--- config.mk ---
export PLATFORM = sky130hd
export DESIGN_NAME = ccbd_ram
export DESIGN_NICKNAME = d
export VERILOG_FILES = /design/src/sv/ccbd_ram.sv
export SDC_FILE = /design/constraint.sdc
export NUM_CORES = 2
export LEC_CHECK = 0
export CORE_UTILIZATION = 50
export CTS_CLUSTER_SIZE = 30
export DETAILED_ROUTE_END_ITERATION = 6
export DONT_BUFFER_PORTS = 1
export SETUP_SLACK_MARGIN = 0.1
export SYNTH_ARGS = -nofsm -noshare
export SYNTH_HDL_FRONTEND = slang
export SYNTH_SLANG_ARGS = --single-unit
--- constraint.sdc ---
create_clock -name clk -period 5.7 [get_ports clk]
set_input_delay 0.57 -clock clk [delete_from_list [all_inputs] [get_ports clk]]
set_output_delay 0.57 -clock clk [all_outputs]
set_load 0.02 [all_outputs]
--- src/sv/ccbd_ram.sv ---
// ----------------------------------------------------------------------------
// ccbd_ram
// Generic RAM: one write port, two read ports, registered read data.
// ----------------------------------------------------------------------------
`default_nettype none

module ccbd_ram #(
  parameter int WIDTH = 8,
  parameter int DEPTH = 256,
  localparam int AW = $clog2(DEPTH)
) (
  input  wire logic             clk,
  input  wire logic             wr_en,
  input  wire logic [AW-1:0]    wr_addr,
  input  wire logic [WIDTH-1:0] wr_data,
  input  wire logic [AW-1:0]    rd_addr_a,
  input  wire logic [AW-1:0]    rd_addr_b,
  output logic      [WIDTH-1:0] rd_data_a,
  output logic      [WIDTH-1:0] rd_data_b
);

  logic [WIDTH-1:0] mem [DEPTH];

  always_ff @(posedge clk) begin
    if (wr_en) begin
      mem[wr_addr] <= wr_data;
    end
    rd_data_a <= mem[rd_addr_a];
    rd_data_b <= mem[rd_addr_b];
  end

endmodule

`default_nettype wire

# Word-level counts from Yosys, hierarchy flattened
# Memory sizes are Yosys's and may differ from the RTL's. A register that Yosys moved wholly into a read port is not among the register bits.
# Cells that the tools add are included.
[word_totals]
reg_bits = 0
ram_bits = 2048
inputBits = 34
out_inout_bits = 16
wordCells = 3
memories = 1
[classes]
muxes = 2
[mem_list]
columns = ["name", "words", "word_bits", "read_ports", "rd_ports_with_merged_regs", "write_ports", "line_no", "rtl"]
rows = [
  ["mem", 256, 8, 2, 2, 1, "22", "logic [WIDTH-1:0] mem [DEPTH];"],
]
[ops]
columns = ["operator", "count"]
rows = [
  ["$mux W1", 2],
]

# Longest topological paths before layout
[logic_depth]
ltp_word = 2
mapped_depth = 12
ltp_nobuf = 6

# Least setup slack after synthesis
# OpenSTA, ideal clock, no wires.
[synth_timing]
kind = "input-to-reg"
startpoint = "input port rd_addr_b[0]"
endpoint = "register rd_data_b[0] (read register of mem)"
setup_ns = 0.140
arrival_ns = 2.471
required_time_ns = 5.560
slack_ns = 3.089
stages = 9
path_buffers = 3
cell_sequence = "buf_4 -> buf_6 -> buf_2 -> mux4_2 -> mux4_2 -> nand2_1 -> a21oi_1 -> a21oi_1 -> a221oi_2"
[synth_rtl]
columns = ["item", "line_no", "rtl"]
rows = [
  ["from (decl)", "17", "input wire logic [AW-1:0] rd_addr_b,"],
  ["to (decl)", "19", "output logic [WIDTH-1:0] rd_data_b"],
]

==> flow_summary.ini <==
[run_status]
status = finished clean

[timing]
tightest_slew_ps = 1450
final.setup.tns_ps = 0
timing.fmax_mhz = 195
min_period_ps = 5130
layout_setup_ws_ps = 569
drv_slew = 0
fin_skew_ps = 34.5
hold_violations = 0
setup_viol = 0
slew_headroom = 0.0328
rsz0062_at_grt = false
period_share = 0.900
hold_slack_ps = 73.9

[pwr]
swShare = 0.224
ir_drop_mv = 0.245
clkPwrFrac = 0.427
p_switching_uw = 7510
pwr-share-comb = 0.071
intPower_uw = 26000
pwr_density_cell_mw_per_mm2 = 316
cellLeakagePower_uw = 0.0327
seqPwrFrac = 0.502

[synthesis]
netlist_instances = 4847
synth-main-ff-cell = edfxtp_1
syn_area_sq_mm = 0.0970
synth_seq_cells = 2064
synth.area.top_cells = edfxtp_1 (63%), mux4_2 (24%), mux2i_1 (2.4%), nor2_1 (1.2%), o221ai_1 (0.59%)
avgSynthCellArea_sq_um = 20.0
synth-edff-count = 2048
yosys.area.top_type = edfxtp_1
synth_cell_type_count = 65
ys_warn_count = 0
seq_area_frac_synth = 0.637
async_reset_ff_frac = 0
syn_nets = 4881
synth_top_area_share = 0.634

[place]
dp_worst_setup_slack_ps = 1570
dpl_cell_area_sq_mm = 0.0982
place.gp.congestion = 0.908
place.detailed.hpwl_um = 171000
portBuffers = 0

[die]
ios = 50
die_area_sq_mm = 0.196
core-area_sq_mm = 0.193
fp.dieW_um = 442
chipHeight_um = 442
initial_utilization = 0.504
fp-row-count = 161

[grt]
grt_pass1_vias = 53200
grt_max_degree = 555
grt_pass1_wl_um = 426000
grt_antenna_before_repair = 14
grtUsageTotal = 0.313
overflow = 0

[clock_tree]
clk_path_buf_depth = 3
clock_sinks = 2064
cts_tree = built
insertion_delay_ps = 880
path_clk_slew_ps = 60
cts_buffers = 216
cts_root_buf = clkbuf_16
htreeDepth = 4

[worst_setup_path]
slowest_stage = buf_16
required_ps = 6360
crit_chain = buf_16, buf_16, buf_16, mux4_2, a22o_1, a221oi_1, o22ai_1, o32ai_1, nor3_1
slowest_delay_ps = 680
crit_path_max_fanout = 117
cp_top_family = buffers and inverters
crit_path_start_kind = input port
critPathCaptureType = register
crit_buf_inv = 3
crit_top_cell = buf_16
cp_data_arrival_time_ps = 5790
crit_type = in -> reg

[route]
routed_wl_um = 306000
vias = 53700
routedWlPerCell_um = 40.8
via_per_inst = 7.16
drc = 0
first_pass_iters = 6
drtIter0Drc = 7453
antenna_left = 0

[cells_and_area]
nNetsFinal = 4814
fillers = 14600
syn2layout_area_growth_pct = 9.38
layout-drive-gt1-share = 0.309
stdcell_area_sq_mm = 0.106

[job]
cap_violations = 0

[hold_path]
hold_path_class = in -> reg
## through the flow
step / std cells / total power (uW) / util
finish: 7497 / 33500 / 0.551
global route: 7493 / 34300 / 0.551
CTS: 7482 / 33400 / 0.549
detailed placement: 7059 / 19000 / 0.510
global placement: 7059 / 19000 / 0.510
floorplan: 4847 / 18800 / -
## cells in the final DEF (no fill, tap or decap), types with 7 or more instances in the layout
| cell type | n |
|---|---|
| a211oi_1 | 28 |
| a21oi_1 | 79 |
| a221o_1 | 10 |
| a221oi_1 | 32 |
| a22o_1 | 22 |
| a22oi_1 | 62 |
| a2bb2oi_1 | 9 |
| and2_1 | 12 |
| buf_16 | 26 |
| buf_4 | 81 |
| bufinv_16 | 24 |
| clkbuf_1 | 64 |
| clkbuf_16 | 218 |
| clkbuf_8 | 11 |
| clkinv_1 | 36 |
| clkinv_2 | 33 |
| clkinv_8 | 8 |
| dfxtp_1 | 16 |
| edfxtp_1 | 2048 |
| mux2_2 | 38 |
| mux2i_1 | 236 |
| mux4_2 | 1051 |
| nand2_1 | 114 |
| nand2b_1 | 9 |
| nand3_1 | 48 |
| nand4_1 | 13 |
| nor2_1 | 293 |
| nor2b_1 | 25 |
| nor3_1 | 21 |
| nor3b_1 | 7 |
| nor4_1 | 7 |
| o211ai_1 | 13 |
| o21ai_0 | 34 |
| o221ai_1 | 65 |
| o22ai_1 | 48 |
| o31ai_1 | 11 |
## state kept, by name, indices dropped and copies added (netlist names)
name       count
rd_data_a      8
mem         2048
rd_data_b      8
## logic make-up (layout without fill, tap and decap cells)
group | after synthesis | in the layout | share of synthesized area
and+or+nand+nor | 591 | 591 | 0.0270
DFF | 2064 | 2064 | 0.637
buffers and inverters | 401 | 519 | 0.0273
AOI/OAI and AO/OA | 466 | 466 | 0.0354
muxes | 1325 | 1325 | 0.273
other | 0 | 6 | 0
## worst reg2reg max path, stage by stage (launching register included)
cell and delay [ps]:
edfxtp_1 380, mux4_2 480, a22o_1 270, a221oi_1 450
o22ai_1 170, o32ai_1 940, nor3_1 310
## power by group through the flow
| stage | sequential (uW) | combinational, uW | clock [uW] |
|---|---|---|---|
| detailed placement | 17200 | 1800 | 0 |
| global placement | 17200 | 1800 | 0 |
| global route | 16800 | 2460 | 15000 |
| finish | 16800 | 2400 | 14300 |
| floorplan | 17100 | 1660 | 0 |
| CTS | 16800 | 2110 | 14400 |
## cell usage after synthesis, drive strengths merged (3+ instances only)
| cell | count |
|---|---|
| and3 | 5 |
| a221oi | 37 |
| a32o | 4 |
| a211oi | 28 |
| a31oi | 4 |
| o221ai | 67 |
| a22o | 22 |
| mux2i | 236 |
| nor2b | 27 |
| nand3b | 6 |
| a2bb2oi | 9 |
| a2111oi | 3 |
| nor3 | 21 |
| nand2b | 11 |
| buf | 258 |
| mux4 | 1051 |
| nor3b | 7 |
| nand2 | 114 |
| o32ai | 3 |
| a211o | 6 |
| nor2 | 299 |
| o21bai | 5 |
| o211ai | 13 |
| nor4 | 7 |
| o22ai | 48 |
| o21ai | 37 |
| o31ai | 11 |
| clkinv | 4 |
| nand4 | 13 |
| and3b | 5 |
| nand3 | 52 |
| a22oi | 62 |
| o2111ai | 4 |
| clkbuf | 137 |
| and2 | 12 |
| dfxtp | 16 |
| mux2 | 38 |
| or2 | 6 |
| o211a | 3 |
| edfxtp | 2048 |
| a221o | 10 |
| a21oi | 79 |
## final cells by class
type / count / area [sq um] / share of cell area
inverter: 6 / 26.3 / 0.000248
tap: 2526 / 3160 / 0.0298
antenna: 6 / 15.0 / 0.000142
clock inverter: 110 / 1270 / 0.0120
clock buffer: 293 / 5850 / 0.0551
multi-input combinational: 2382 / 32500 / 0.307
sequential: 2064 / 61800 / 0.583
timing repair buffer: 110 / 1380 / 0.0130
## path summary, 6_finish.rpt
kind | start | endpoint | slack, ps | depth (start not counted)
setup / recovery | rd_addr_a[0] | rd_data_a[5] | 570 | 9
hold / removal | rd_addr_b[4] | rd_data_b[5] | 70 | 2
setup reg to reg | mem[95][5] | rd_data_a[5] | 2510 | 6
hold reg to reg | mem[44][6] | rd_data_a[6] | 1050 | 6
## per-layer routing
metal	wire length, um	vias up	track usage
li1	-	20900	-
met1	120000	29100	0.452
met2	142000	3141	0.471
met3	28800	514	0.0590
met4	14600	10	0.135
met5	66	-	0
## what timing repair did
item,CTS,global route
setup endpoints to repair,0,0
hold buffers,20,0
gates resized for setup,0,0
endpoints found under the hold margin,1304,0
buffers inserted,0,0
(Power assumes the default switching activity.)
