--- src/sv/ccbd_pkg.sv ---
// ----------------------------------------------------------------------------
// ccbd_pkg
// Shared types, address map constants and helpers for the CPU bus decoder.
// ----------------------------------------------------------------------------
`default_nettype none

package ccbd_pkg;

  // Size of the main store in bytes
  localparam int STORE_BYTES = 65536;
  localparam int STORE_AW    = $clog2(STORE_BYTES);

  typedef logic [STORE_AW-1:0] store_idx_t;

  localparam store_idx_t STORE_LAST = STORE_AW'(STORE_BYTES - 1);

  // Bus commands
  localparam logic [1:0] CMD_RD_BYTE = 2'd0;
  localparam logic [1:0] CMD_RD_WORD = 2'd1;
  localparam logic [1:0] CMD_WR_BYTE = 2'd2;
  localparam logic [1:0] CMD_NONE    = 2'd3;

  // Result targets
  localparam logic [1:0] TGT_MEM  = 2'd0;
  localparam logic [1:0] TGT_GFX  = 2'd1;
  localparam logic [1:0] TGT_CTRL = 2'd2;
  localparam logic [1:0] TGT_DMA  = 2'd3;

  // Address map
  localparam logic [15:0] RAM_MASK = 16'h07FF;
  localparam logic [15:0] RAM_END  = 16'h2000;
  localparam logic [15:0] GFX_BASE = 16'h2000;
  localparam logic [15:0] GFX_END  = 16'h4000;
  localparam logic [15:0] DMA_PORT = 16'h4014;
  localparam logic [15:0] PAD_PORT = 16'h4016;
  localparam logic [7:0]  PAD_FILL = 8'h80;
  localparam logic [7:0]  PAD_LOAD = 8'h01;
  localparam logic [7:0]  PAD_IDLE = 8'h00;

  // Graphics register numbers with special handling
  localparam logic [2:0] GFX_REG_STATUS = 3'd2;
  localparam logic [2:0] GFX_REG_DATA   = 3'd7;

  typedef enum logic [1:0] {
    SRC_DIRECT = 2'd0,
    SRC_BYTE   = 2'd1,
    SRC_WORD   = 2'd2
  } rd_src_t;

  typedef struct packed {
    logic [1:0]  command;
    logic [15:0] address;
    logic [7:0]  write_data;
    logic [7:0]  buttons;
  } in_item_t;

  typedef struct packed {
    logic [15:0] read_data;
    logic [1:0]  target;
    logic [2:0]  register_index;
    logic        register_write;
    logic [7:0]  forward_data;
  } out_item_t;

  // Decoded transaction: store accesses, pad update and direct result
  typedef struct packed {
    logic       mem_we;
    store_idx_t wr_idx;
    logic [7:0] wr_data;
    store_idx_t rd_idx_lo;
    store_idx_t rd_idx_hi;
    rd_src_t    src;
    logic       pad_we;
    logic [7:0] pad_nxt;
    out_item_t  res;
  } dec_t;

  localparam logic [17:0] SPAN1 = 18'(STORE_BYTES);
  localparam logic [17:0] SPAN2 = 18'(2 * STORE_BYTES);
  localparam logic [17:0] SPAN3 = 18'(3 * STORE_BYTES);

  // Bus address modulo store size; the quotient never exceeds three
  function automatic store_idx_t store_index(input logic [15:0] a);
    logic [17:0] w;
    w = {2'b00, a};
    if (w >= SPAN3) begin
      w = w - SPAN3;
    end else if (w >= SPAN2) begin
      w = w - SPAN2;
    end else if (w >= SPAN1) begin
      w = w - SPAN1;
    end
    return w[STORE_AW-1:0];
  endfunction

endpackage

`default_nettype wire

--- src/sv/ccbd_decode.sv ---
// ----------------------------------------------------------------------------
// ccbd_decode
// Address mirroring and command decode for one bus transaction.
// ----------------------------------------------------------------------------
`default_nettype none

module ccbd_decode
  import ccbd_pkg::*;
(
  input  wire in_item_t   item,
  input  wire logic [7:0] pad_q,
  output dec_t            dec
);

  logic [15:0] a;
  logic [15:0] fa;
  logic        is_gfx;
  logic [2:0]  reg_no;

  assign a      = item.address;
  assign is_gfx = (a >= GFX_BASE) && (a < GFX_END);
  assign reg_no = a[2:0];

  always_comb begin
    if (a < RAM_END) begin
      fa = a & RAM_MASK;
    end else if (is_gfx) begin
      fa = GFX_BASE | {13'd0, reg_no};
    end else begin
      fa = a;
    end
  end

  always_comb begin
    dec           = '0;
    dec.wr_idx    = store_index(fa);
    dec.wr_data   = item.write_data;
    // high byte of a word: folded address plus one, not folded again
    dec.rd_idx_lo = store_index(fa);
    dec.rd_idx_hi = store_index(16'(fa + 16'd1));
    dec.src       = SRC_DIRECT;
    dec.pad_nxt   = pad_q;

    unique case (item.command)
      CMD_RD_BYTE: begin
        if (is_gfx && (reg_no <= GFX_REG_STATUS || reg_no == GFX_REG_DATA)) begin
          dec.res.target         = TGT_GFX;
          dec.res.register_index = reg_no;
        end else if (fa == PAD_PORT) begin
          // shift out one button bit, fill with ones
          dec.res.target    = TGT_CTRL;
          dec.res.read_data = {15'd0, pad_q[0]};
          dec.pad_we        = 1'b1;
          dec.pad_nxt       = (pad_q >> 1) | PAD_FILL;
        end else begin
          dec.src = SRC_BYTE;
        end
      end
      CMD_RD_WORD: begin
        dec.src = SRC_WORD;
      end
      CMD_WR_BYTE: begin
        if (is_gfx && reg_no != GFX_REG_STATUS) begin
          dec.res.target         = TGT_GFX;
          dec.res.register_index = reg_no;
          dec.res.register_write = 1'b1;
          dec.res.forward_data   = item.write_data;
        end else if (fa == DMA_PORT) begin
          dec.res.target       = TGT_DMA;
          dec.res.forward_data = item.write_data;
        end else if (fa == PAD_PORT && item.write_data == PAD_LOAD) begin
          dec.res.target = TGT_CTRL;
          dec.pad_we     = 1'b1;
          dec.pad_nxt    = item.buttons;
        end else if (fa == PAD_PORT && item.write_data == PAD_IDLE) begin
          dec.res.target = TGT_CTRL;
        end else begin
          dec.mem_we = 1'b1;
        end
      end
      CMD_NONE: begin
        // drop: all-zero result, no state change
      end
    endcase
  end

endmodule

`default_nettype wire

--- config.mk ---
export PLATFORM = sky130hd
export DESIGN_NAME = ccbd_decode
export DESIGN_NICKNAME = d
export VERILOG_FILES = /design/src/sv/ccbd_pkg.sv /design/src/sv/ccbd_decode.sv
export SDC_FILE = /design/constraint.sdc
export NUM_CORES = 1
export LEC_CHECK = 0
export CAP_MARGIN = 20
export CORE_ASPECT_RATIO = 1.2
export CORE_MARGIN = 4
export CORE_UTILIZATION = 58
export DETAILED_ROUTE_END_ITERATION = 7
export DONT_BUFFER_PORTS = 1
export GPL_ROUTABILITY_DRIVEN = 0
export PLACE_DENSITY = 0.74
export SYNTH_ARGS = -nofsm -noshare
export SYNTH_HDL_FRONTEND = slang
export SYNTH_SLANG_ARGS = --single-unit
--- constraint.sdc ---
create_clock -name vclk -period 2.63
set_input_delay 0.263 -clock vclk [all_inputs]
set_output_delay 0.263 -clock vclk [all_outputs]
set_load 0.01 [all_outputs]
* After elaboration in Yosys (flattened, before gate mapping)
Index checks and enable logic that the tools add are counted.
** Storage, ports and cells
- Register bits after elaboration :: 0
- Word-level logic and storage cells :: 47
** Cells by class
- $add $sub $neg :: 1
- $lt $le $gt $ge :: 4
- Equal/unequal tests :: 7
- Multiplexer cells :: 27
- Reduce and logical (&&, ||, !) cells :: 8
** Operator list (number)
- $mux W16 :: 3
- $mux W9 :: 4
- $eq A16 B15 Y1 const B :: 2
- $mux W27 :: 1
- $mux W26 :: 1
- $pmux W9 S2 :: 1
- $add A16 B1 Y16 const B :: 1
- $ge A16 B14 Y1 const B :: 1
- $lt A16 B14 Y1 const B :: 1
- $lt A16 B15 Y1 const B :: 1
- $mux W8 :: 2
- $mux W2 :: 5
- $pmux W5 S2 :: 1
- $eq A8 B1 Y1 const B :: 1
- $logic_not A8 Y1 :: 1
- $mux W1 :: 6
- $logic_and A1 B1 Y1 :: 5
- $mux W4 :: 1
- $pmux W2 S2 :: 1
- $eq A3 B3 Y1 const B :: 1
- $le A3 B2 Y1 const B :: 1
- $mux W3 :: 1
- $ne A3 B2 Y1 const B :: 1
- $eq A2 B1 Y1 const B :: 1
- other kinds (3) :: 3

* Depth between registers and ports, before layout
- Depth after elaboration :: 11
- Depth in mapped cells :: 7

* Least setup slack after synthesis
Ideal clock, no wire load.
- Path kind :: input to output
- From :: input item[31] (netlist bit)
- To :: output dec[37] (netlist bit)
- Data arrival time :: 2036 ps
- Setup slack :: 331 ps
- Stages on the path :: 5
- Buffers on the path :: 1
- Cells stage by stage :: buf_2 > or4b_4 > or4_4 > or3_1 > o221a_1
** RTL lines
- start: declaration :: line ccbd_decode.sv:10 : input wire in_item_t item,
- end: declaration :: line ccbd_decode.sv:12 : output dec_t dec

==> metrics.md <==
| Metric | Value |
|---|---|
| WHS Endpoint | `dec[73]` |
| Vias in the first global route | `1216` |
| Hold slack | `~0.53 ns` |
| Synth area leaders | `buf_4 (22%), nor3b_1 (8.2%), mux2i_1 (4.8%), and2_1 (4.7%), nor2b_1 (4.7%)` |
| Sequential share of the synthesized area | `0` |
| YS warnings | `0` |
| Register area | `0 sq um` |
| ANT nets after route | `0` |
| Pleak | `about 0.48 nW` |
| CLK BUF | `0` |
| # nets final | `226` |
| Min Tclk post-route | `2.44 ns` |
| RSZ-0062 raised after global routing | `no` |
| GR Util All Layers | `0.192` |
| Worst setup SP type | `input pin` |
| Initial core utilization | `0.621` |
| Final worst-path cycle share | `0.926` |
| P&R area growth vs syn | `-18.2%` |
| CP Class | `input pin to output pin` |
| Fill cells | `248` |
| DRT iter0 DRCs | `35` |
| Top cell type by total area after synthesis | `buf_4` |
| Hpwl dp | `roughly 3000 um` |
| DRT Pass-1 Iters | `4` |
| Drt drc | `0` |
| Post-CTS setup buffers | `0` |
| GR Layer Usage met2 | `0.365` |
| Final Hold Viols | `0` |
| Run status | `finished clean` |
| Post-cts gate resize count | `0` |
| WHS Path Cells | `0` |
| GR Layer Usage met1 | `0.219` |
| Die X | `between 50 and 60 um` |
| Routed WL | `between 3000 and 4000 um` |
| Dpl cells | `209` |
| CP max FO | `14` |
| Tightest Pin Transition | `0.676 ns` |
| Placement Rows | `19` |
| Worst setup EP type | `output pin` |
| Routing usage on met3 | `0.0430` |
| Max-slew headroom | `0.549` |
| Synth top area share | `0.221` |
| Fin cells | `roughly 210` |
| Hold crit path type | `input pin to output pin` |
| Max_cap viols | `0` |
| Syn Inst Count | `218` |
| CP arrival | `2.17 ns` |
| Seq_cells | `0` |
| Syn Area/Cell | `6.71 sq um` |
| PwrDens | `around 120 nW/um^2` |
| Die footprint | `between 3000 and 4000 sq um` |
| WL per Instance | `17.9 um` |
| Pin count of the biggest net entering global routing | `23` |
| Hold Crit Start | `item[8]` |
| Die Y | `~63 um` |
| Unique masters post-synth | `44` |
| Vias/cell | `6.31` |
| Mapped cell area | `roughly 1500 sq um` |
| Initial antenna violation count | `0` |
| Gr ovfl total | `0` |
| Slew Limit Fails | `0` |
| Count of final setup violators | `0` |
| Total number of vias | `1318` |
| Core area | `2350 sq um` |
| Ant. Diodes | `0` |
| Share of layout cells above drive strength 1 | `0.0562` |
| Achievable Freq | `just over 400 MHz` |
| Global-route wire length before repair | `around 5300 um` |
| PortBufs | `0` |
| Io pins | `140` |
| Hold buffers post-CTS | `0` |
| Sum Neg Setup Slack | `0 ns` |
| IR drop worst, VDD | `75.6 uV` |
| GR peak layer | `met2` |
| Worst EP required | `2.37 ns` |
==> cell type report <==
type	count	area, sq um	area share
multi-input combinational	164	1100	0.917
inverter	12	45.0	0.0377
tap	31	38.8	0.0324
timing repair buffer	2	15.0	0.0126
==> synth_stat cells (all sizes together) (7+ instances only) <==
cell / instances
o211ai: 7
nand3: 11
nor2: 11
and2: 11
nand2: 7
xor2: 7
nor2b: 11
clkbuf: 11
mux2i: 7
buf: 45
nor3b: 16
inv: 12
nor3: 7
==> report_power, final <==
part	total (mW)	internal, mW	switching, mW
Clock	0	0	0
Sequential	0	0	0
Combinational	0.142	0.0487	0.0931
Total	0.142	0.0487	0.0931
==> placed cells by master, fill, tap and decap left out, drive strengths merged, types with 5 or more instances in the layout <==
master and count:
nor3b 16, conb 15, inv 12, and2 11, nor2 11, nand3 11
nor2b 11, xor2 7, nand2 7, nor3 7, mux2i 7, o211ai 7
o311ai 6, xnor2 5, a21oi 5
==> per-stage QoR <==
stage,instance area [sq um],utilization,setup WS (ns),power (mW)
2_1_floorplan,1520,-,0.331,0.196
3_3_place_gp,1200,0.508,0.230,0.139
3_5_place_dp,1200,0.508,0.210,0.142
4_1_cts,1200,0.508,0.209,0.142
5_1_grt,1200,0.508,0.0629,0.155
6_report,1200,0.508,0.195,0.142
==> how the worst max path moves through the flow <==
stage	startpoint	slack, ns	end
CTS	item[19]	0.21	dec[37]
global route	item[19]	0.06	dec[7]
global placement	item[19]	0.23	dec[37]
detailed placement	item[19]	0.21	dec[37]
finish	item[19]	0.19	dec[37]
floorplan	item[31]	0.33	dec[37]
==> logic make-up after synthesis <==
family	share of synthesized area
simple gates	0.418
buf+inv	0.286
compound gates	0.132
xor+xnor	0.0719
mux	0.0556
fa+ha+maj	0.0342
other cells	0.00256
==> layer usage <==
metal | share of wire | vias up
li1 | - | 631
met1 | 0.38 | 608
met2 | 0.52 | 79
met3 | 0.099 | 0
met4 | 0 | 0
met5 | 0 | -
==> critical path, cell delays in order <==
cell	delay (ns)
or4_1	0.58
or4_4	0.68
or3_1	0.38
o221a_1	0.26
No activity file was read; power rests on OpenSTA's default activity.
